<file path="config.mk">
export PLATFORM = sky130hd
export DESIGN_NAME = table_linear_interpolator
export DESIGN_NICKNAME = d
export VERILOG_FILES = /design/src/rtl/tli_pkg.sv /design/src/rtl/tli_ram.sv /design/src/rtl/table_linear_interpolator.sv
export SDC_FILE = /design/constraint.sdc
export NUM_CORES = 2
export LEC_CHECK = 0
export BUFFER_PORTS_ARGS = -buffer_cell sky130_fd_sc_hd__clkbuf_2
export CAP_MARGIN = 20
export CORE_MARGIN = 2
export CORE_UTILIZATION = 50
export CTS_CLUSTER_DIAMETER = 80
export DETAILED_ROUTE_END_ITERATION = 8
export PLACE_DENSITY = 0.66
export SYNTH_ARGS = -nofsm -noshare
export SYNTH_HDL_FRONTEND = slang
export SYNTH_SLANG_ARGS = --single-unit
</file>
<file path="constraint.sdc">
create_clock -name i_clk -period 20.4 [get_ports i_clk]
set_input_delay 2.04 -clock i_clk [delete_from_list [all_inputs] [get_ports i_clk]]
set_output_delay 2.04 -clock i_clk [all_outputs]
set_load 0.02 [all_outputs]
</file>
<file path="src/rtl/tli_pkg.sv">
// Package for the table linear interpolator: field widths, beat layout and codes.
// Shared by the top level; has no dependencies of its own.
// The RAM module is generic and does not import this package.
package tli_pkg;

    // Field widths of the stream beats.
    localparam int unsigned IDX_W  = 4;
    localparam int unsigned VEL_W  = 16;
    localparam int unsigned DIST_W = 18;

    // Packed tdata widths, rounded up to whole bytes.
    localparam int unsigned S_TDATA_W = 56;
    localparam int unsigned M_TDATA_W = 24;

    // Interpolation datapath: the weighted sum needs 34 bits, and the quotient
    // is known to fit the distance width.
    localparam int unsigned PROD_W    = 34;
    localparam int unsigned CNT_W     = 5;
    localparam logic [CNT_W-1:0] DIV_STEPS = 5'd18;

    // Kind of an input beat, carried in tuser.
    typedef enum logic {
        FUNC_LOAD  = 1'b0,
        FUNC_QUERY = 1'b1
    } t_func;

endpackage

</file>
<file path="src/rtl/tli_ram.sv">
// Generic single-port-write, single-port-read RAM with a registered read.
// Used for both columns of the interpolation table; no dependencies.
// Contents are undefined until written.
module tli_ram #(
    parameter int unsigned WIDTH = 16,
    parameter int unsigned DEPTH = 15
) (
    input  logic                     i_clk,
    input  logic                     i_wr_en,
    input  logic [$clog2(DEPTH)-1:0] i_wr_addr,
    input  logic [WIDTH-1:0]         i_wr_data,
    input  logic                     i_rd_en,
    input  logic [$clog2(DEPTH)-1:0] i_rd_addr,
    output logic [WIDTH-1:0]         o_rd_data
);

    logic [WIDTH-1:0] r_mem [DEPTH];
    logic [WIDTH-1:0] r_rd_data;

    // One write and one registered read per cycle.
    always_ff @(posedge i_clk) begin
        if (i_wr_en) begin
            r_mem[i_wr_addr] <= i_wr_data;
        end
        if (i_rd_en) begin
            r_rd_data <= r_mem[i_rd_addr];
        end
    end

    assign o_rd_data = r_rd_data;

endmodule

</file>
<file path="src/rtl/table_linear_interpolator.sv">
// Piecewise linear interpolation over a table of velocity/distance pairs held in
// two small RAMs. A load beat (tuser low) writes one slot; a load to a slot at or
// beyond TABLE_ENTRIES is dropped. A query beat (tuser high) scans the slots from
// index 0 at one RAM read per cycle and stops at the first slot whose velocity is
// not below the query. If that slot is above the query and a slot below it was
// seen, it forms lo*(vhi-q) + hi*(q-vlo) with one shared 18x16 multiplier, lo term
// first, and divides by vhi-vlo with an 18-step restoring divider. An exact match
// gives that slot's distance, a query above every slot gives the last slot's
// distance, and a query below every slot gives zero. A result that finds the output
// register still holding an untaken beat waits for it. Loads and queries are taken
// only while no query is in progress, so table reads and writes never overlap.
// A finished result waits in an output register while the next beat is accepted.
// Depends on tli_pkg and tli_ram.
module table_linear_interpolator
    import tli_pkg::*;
#(
    parameter int unsigned TABLE_ENTRIES = 15
) (
    input  logic                 i_clk,
    input  logic                 i_rst_n,
    // Input stream.
    input  logic                 i_s_tvalid,
    output logic                 o_s_tready,
    // tdata, lowest bit up: entry_index[3:0], entry_velocity[15:0],
    // entry_distance[17:0], query_velocity[15:0], zero fill.
    input  logic [S_TDATA_W-1:0] i_s_tdata,
    // tuser: func (0 = load, 1 = query).
    input  logic                 i_s_tuser,
    // Result stream.
    output logic                 o_m_tvalid,
    input  logic                 i_m_tready,
    // tdata, lowest bit up: halt_distance[17:0], zero fill.
    output logic [M_TDATA_W-1:0] o_m_tdata
);

    localparam int unsigned AW = $clog2(TABLE_ENTRIES);
    localparam logic [AW-1:0] LAST_IDX = AW'(TABLE_ENTRIES - 1);

    typedef enum logic [2:0] {
        S_IDLE,
        S_SCAN,
        S_MUL_A,
        S_MUL_B,
        S_DIV,
        S_EMIT
    } t_state;

    t_state              r_state;
    logic [AW-1:0]       r_idx;
    logic                r_below;
    logic [VEL_W-1:0]    r_q;
    logic [VEL_W-1:0]    r_vlo;
    logic [VEL_W-1:0]    r_vhi;
    logic [DIST_W-1:0]   r_lo;
    logic [DIST_W-1:0]   r_hi;
    logic [PROD_W-1:0]   r_acc;
    logic [VEL_W-1:0]    r_den;
    logic [VEL_W-1:0]    r_rem;
    logic [DIST_W-1:0]   r_quo;
    logic [CNT_W-1:0]    r_cnt;
    logic                r_out_valid;
    logic [DIST_W-1:0]   r_out_data;

    // Beat fields.
    logic [IDX_W-1:0]    w_entry_index;
    logic [VEL_W-1:0]    w_entry_velocity;
    logic [DIST_W-1:0]   w_entry_distance;
    logic [VEL_W-1:0]    w_query_velocity;
    t_func               w_func;
    logic                w_s_acc;

    assign w_entry_index    = i_s_tdata[3:0];
    assign w_entry_velocity = i_s_tdata[19:4];
    assign w_entry_distance = i_s_tdata[37:20];
    assign w_query_velocity = i_s_tdata[53:38];
    assign w_func           = t_func'(i_s_tuser);

    assign o_s_tready = (r_state == S_IDLE);
    assign w_s_acc    = i_s_tvalid && o_s_tready;

    // Table RAM ports.
    logic                w_wr_en;
    logic [AW-1:0]       w_wr_addr;
    logic                w_rd_en;
    logic [AW-1:0]       w_rd_addr;
    logic [VEL_W-1:0]    w_vel_rd;
    logic [DIST_W-1:0]   w_dist_rd;
    logic                w_last;

    assign w_last    = (r_idx == LAST_IDX);
    assign w_wr_en   = w_s_acc && (w_func == FUNC_LOAD)
                       && (32'(w_entry_index) < 32'(TABLE_ENTRIES));
    assign w_wr_addr = AW'(w_entry_index);

    // A query reads slot 0 on acceptance; the scan then reads ahead one slot a cycle.
    always_comb begin
        w_rd_en   = 1'b0;
        w_rd_addr = '0;
        if (w_s_acc && (w_func == FUNC_QUERY)) begin
            w_rd_en = 1'b1;
        end else if ((r_state == S_SCAN) && !w_last) begin
            w_rd_en   = 1'b1;
            w_rd_addr = r_idx + AW'(1);
        end
    end

    tli_ram #(
        .WIDTH (VEL_W),
        .DEPTH (TABLE_ENTRIES)
    ) u_vel_ram (
        .i_clk     (i_clk),
        .i_wr_en   (w_wr_en),
        .i_wr_addr (w_wr_addr),
        .i_wr_data (w_entry_velocity),
        .i_rd_en   (w_rd_en),
        .i_rd_addr (w_rd_addr),
        .o_rd_data (w_vel_rd)
    );

    tli_ram #(
        .WIDTH (DIST_W),
        .DEPTH (TABLE_ENTRIES)
    ) u_dist_ram (
        .i_clk     (i_clk),
        .i_wr_en   (w_wr_en),
        .i_wr_addr (w_wr_addr),
        .i_wr_data (w_entry_distance),
        .i_rd_en   (w_rd_en),
        .i_rd_addr (w_rd_addr),
        .o_rd_data (w_dist_rd)
    );

    // Compare of the slot just read against the query.
    logic w_lt;
    logic w_gt;

    assign w_lt = (w_vel_rd < r_q);
    assign w_gt = (w_vel_rd > r_q);

    // Shared multiplier: lo*(vhi-q) first, then hi*(q-vlo).
    logic [DIST_W-1:0] w_mul_a;
    logic [VEL_W-1:0]  w_mul_b;
    logic [PROD_W-1:0] w_prod;
    logic [PROD_W-1:0] w_sum;

    assign w_mul_a = (r_state == S_MUL_A) ? r_lo : r_hi;
    assign w_mul_b = (r_state == S_MUL_A) ? (r_vhi - r_q) : (r_q - r_vlo);
    assign w_prod  = PROD_W'(w_mul_a) * PROD_W'(w_mul_b);
    assign w_sum   = r_acc + w_prod;

    // One restoring division step; the partial remainder stays below the divisor.
    logic [VEL_W:0]   w_shift;
    logic [VEL_W:0]   w_diff;
    logic             w_ge;
    logic [VEL_W-1:0] n_rem;

    assign w_shift = {r_rem, r_quo[DIST_W-1]};
    assign w_ge    = (w_shift >= {1'b0, r_den});
    assign w_diff  = w_shift - {1'b0, r_den};
    assign n_rem   = w_ge ? w_diff[VEL_W-1:0] : w_shift[VEL_W-1:0];

    // Sequencer, datapath registers and the output register.
    always_ff @(posedge i_clk) begin
        if (!i_rst_n) begin
            r_state     <= S_IDLE;
            r_out_valid <= 1'b0;
        end else begin
            // The output register fills from the emit state and drains on a taken beat.
            if ((r_state == S_EMIT) && (!r_out_valid || i_m_tready)) begin
                r_out_valid <= 1'b1;
            end else if (r_out_valid && i_m_tready) begin
                r_out_valid <= 1'b0;
            end
            unique case (r_state)
                S_IDLE: begin
                    if (w_s_acc && (w_func == FUNC_QUERY)) begin
                        r_q     <= w_query_velocity;
                        r_idx   <= '0;
                        r_below <= 1'b0;
                        r_state <= S_SCAN;
                    end
                end
                S_SCAN: begin
                    r_idx <= r_idx + AW'(1);
                    if (w_lt) begin
                        r_below <= 1'b1;
                        r_vlo   <= w_vel_rd;
                        r_lo    <= w_dist_rd;
                    end
                    if (w_gt) begin
                        r_vhi <= w_vel_rd;
                        r_hi  <= w_dist_rd;
                        if (r_below) begin
                            r_state <= S_MUL_A;
                        end else begin
                            // Nothing below the query before the stop.
                            r_quo   <= '0;
                            r_state <= S_EMIT;
                        end
                    end else if (!w_lt || w_last) begin
                        // Exact match, or the last slot lies below the query.
                        r_quo   <= w_dist_rd;
                        r_state <= S_EMIT;
                    end
                end
                S_MUL_A: begin
                    r_acc   <= w_prod;
                    r_den   <= r_vhi - r_vlo;
                    r_state <= S_MUL_B;
                end
                S_MUL_B: begin
                    r_rem   <= w_sum[PROD_W-1:DIST_W];
                    r_quo   <= w_sum[DIST_W-1:0];
                    r_cnt   <= '0;
                    r_state <= S_DIV;
                end
                S_DIV: begin
                    r_rem <= n_rem;
                    r_quo <= {r_quo[DIST_W-2:0], w_ge};
                    r_cnt <= r_cnt + CNT_W'(1);
                    if (r_cnt == DIV_STEPS - CNT_W'(1)) begin
                        r_state <= S_EMIT;
                    end
                end
                S_EMIT: begin
                    if (!r_out_valid || i_m_tready) begin
                        r_out_data  <= r_quo;
                        r_state     <= S_IDLE;
                    end
                end
                default: begin
                    r_state <= S_IDLE;
                end
            endcase
        end
    end

    assign o_m_tvalid = r_out_valid;
    assign o_m_tdata  = {(M_TDATA_W - DIST_W)'(0), r_out_data};

    // The scan never runs past the last slot of the table.
    a_scan_in_range: assert property (@(posedge i_clk) disable iff (!i_rst_n)
        (r_state == S_SCAN) |-> (r_idx <= LAST_IDX))
        else $error("table scan index beyond last slot");

    // An accepted query always starts a scan in the next cycle.
    a_query_starts_scan: assert property (@(posedge i_clk) disable iff (!i_rst_n)
        (w_s_acc && (w_func == FUNC_QUERY)) |=> (r_state == S_SCAN))
        else $error("query accepted without starting a scan");

    // The divider step count stays within its range.
    a_div_count: assert property (@(posedge i_clk) disable iff (!i_rst_n)
        (r_state == S_DIV) |-> (r_cnt < DIV_STEPS))
        else $error("divider ran past its step count");

    // A result waiting on a stalled output register is not overwritten.
    a_emit_waits: assert property (@(posedge i_clk) disable iff (!i_rst_n)
        (r_state == S_EMIT && r_out_valid && !i_m_tready) |=> (r_state == S_EMIT))
        else $error("result dropped while output stalled");

    // Table writes happen only when the block is idle, never under a scan.
    a_write_when_idle: assert property (@(posedge i_clk) disable iff (!i_rst_n)
        w_wr_en |-> (r_state == S_IDLE) && !w_rd_en)
        else $error("table write overlaps a query");

endmodule
</file>
==> impl_metrics.toml <==
[placement]
placed_cells = 4785
gp_congestion = 0.911
port_buffers = 78
post-dp-hpwl_mm = 68.1

[cells_and_area]
post-route-util = 0.554
area_growth_pct = 10.2
final_layout_size_suffix_gt1_frac = 0.0806
num-fill-cells = 7212
final_nets = 4234
stdcell_count = 4933

[critical_path]
crit_path_end_kind = "flop"
cp.required_ps = 20790
worstSetupPathType = "reg -> reg"
startpoint_type = "flop"
ff2ff_setup_slack_ps = 9010
slowest_stage = "o21ai_0"
crit_fanout = 5
worstPathArrival_ps = 11770
cpMostUsedCell = "fa_1"
slowest_delay_ps = 570

[synth]
synth_ff_type = "edfxtp_1"
synth_seq_cells = 744
synth_top_area_share = 0.520
async_flop_share = 0
synthTopCellsByArea = "edfxtp_1, fa_1, ha_1"
synth_area_um2 = 42800
synth_area_leader_cell = "edfxtp_1"
synthCells = 3659
synth_edf_count = 740
synth_cell_type_count = 82
synth_warnings = 0
synth.avg_cell_area_um2 = 11.7
synth_seq_area_share = 0.522

[clocking]
cts_tree = "built"
clock_path_buffers = 3
ctsHoldBuffers = 0
clock-sinks = 744
cts-htree-levels = 3
cts_setup_buffers = 0
cts_buffers = 80
cts_root_buf = "clkbuf_16"
cts_resized = 0
clk_pin_slew_ps = 60
clk_latency_ps = 670

[sta]
setup_viol_count_final = 0
finalMaxSlewViolations = 0
fin_skew_ps = 39.0
period_share = 0.558
max_slew_margin = 0.231
rsz0062_at_grt = "false"
max_freq_mhz = 87.8
finalHoldViolations = 0
whs_ps = 458
min_period_ps = 11390
fin_setup_tns_ps = 0
tightest_slew_ps = 1140

[global_routing]
grt_pass1_wl_mm = 160
grt_max_degree = 140
overflow = 0
grt_pass1_vias = 27773
antenna_found_initial = 9
grt_use_total = 0.241

[route]
first_iter_violations = 2054
wirelength_mm = 104
via_per_inst = 5.67
drc = 0
dr.pass1.iters = 5
routedWlPerCell_um = 21.2
vias = 27971
antenna_left = 0

[worst_hold_path]
hold_class = "reg -> reg"

[run]
cap_violations = 0

[floorplanning]
row_count = 107
fp.dieH_um = 296
initial_utilization = 0.503
die_x_um = 296
die_area_um2 = 87900
io_pins = 87
core_region_area_um2 = 85000

[status]
status = "finished clean"
==> worst paths after layout <==
path | cells past startpoint | end | from
hold reg to reg | 0 | r_out_data[9] | r_quo[9]
setup reg to reg | 38 | r_rem[15] | r_q[1]
hold / removal | 0 | r_out_data[9] | r_quo[9]
setup / recovery | 38 | r_rem[15] | r_q[1]
==> synth_stat cells (all sizes together), types with 29 or more instances <==
master and count:
a21oi 144, clkbuf 110, nor2 235, a21o 47, buf 45, xnor2 69
a311oi 65, a31oi 55, nand3 67, xor2 34, nor2b 64, edfxtp 740
fa 227, nor3 29, and2 56, nand2 573, mux2i 92, ha 222
o21ai 107, a211oi 54, inv 358
==> cells by family after synthesis <==
group / share of synthesized area
flip-flops: 0.522
AND/OR/NAND/NOR: 0.113
multiplexers: 0.0223
buffers and inverters: 0.0463
other: 0.0000877
AO/OA/AOI/OAI: 0.104
XOR/XNOR: 0.0218
adder cells (fa/ha/maj): 0.171
==> final cells by class <==
type	instances	area, um^2	share of cell area
Antenna cell	4	10.0	0.000212
Clock buffer	99	2070	0.0440
Clock inverter	44	422	0.00894
Inverter	358	1340	0.0285
Multi-Input combinational cell	2407	18700	0.397
Sequential cell	744	22300	0.473
Tap cell	1144	1430	0.0304
Timing Repair Buffer	133	828	0.0176
==> through the flow <==
stage | setup WS [ps] | area, um^2
floorplan | 10440 | 42800
global placement | 9330 | 44600
detailed placement | 9100 | 44600
CTS | 9070 | 47100
global route | 8410 | 47100
finish | 9010 | 47100
==> cells in the final DEF (no fill, tap or decap), types with 47 or more instances in the layout <==
cell type,synthesis,final
nor2b_1,63,63
edfxtp_1,740,740
mux2i_1,92,92
and2_1,55,55
nand3_1,67,67
clkbuf_16,0,80
xnor2_1,69,69
a21o_1,47,47
a311oi_1,65,65
ha_1,222,221
a21oi_1,140,139
o21ai_0,90,90
inv_1,356,356
a211oi_1,53,52
nor2_1,235,220
a31oi_1,55,54
fa_1,227,227
nand2_1,572,568
clkbuf_2,0,78
buf_4,7,53
==> routing by layer <==
metal  track usage  vias up  wire (um)  part of all wire
li1              -    13050          -                 -
met1         0.316    13832      43500              0.42
met2         0.403      890      50200              0.48
met3        0.0516      195       7690             0.074
met4        0.0749        4       2910             0.028
met5             0        -         24           0.00023
==> sequential cells by signal, summed over array words and instances, names as in the netlist, 3 cells and up <==
name and flops:
u_dist_ram.r_mem 270, u_vel_ram.r_mem 240, r_acc 34, r_hi 18
r_lo 18, r_out_data 18, r_quo 18, u_dist_ram.o_rd_data 18
r_den 16, r_q 16, r_rem 16, r_vhi 16
r_vlo 16, u_vel_ram.o_rd_data 16, r_cnt 5, r_idx 4
r_state 3
==> critical path: cells and delay by family (launching register included) <==
family                   cells  cell delay, ps
AO/OA/AOI/OAI               16            4320
XOR/XNOR                     4            1090
adder cells (fa/ha/maj)      9            3910
buffers and inverters        2             170
flip-flops                   1             410
AND/OR/NAND/NOR              7            1210
Power is left out: the tool's default activity adds up to more than one toggle a clock period on the data nets, which glitch-free logic cannot reach.
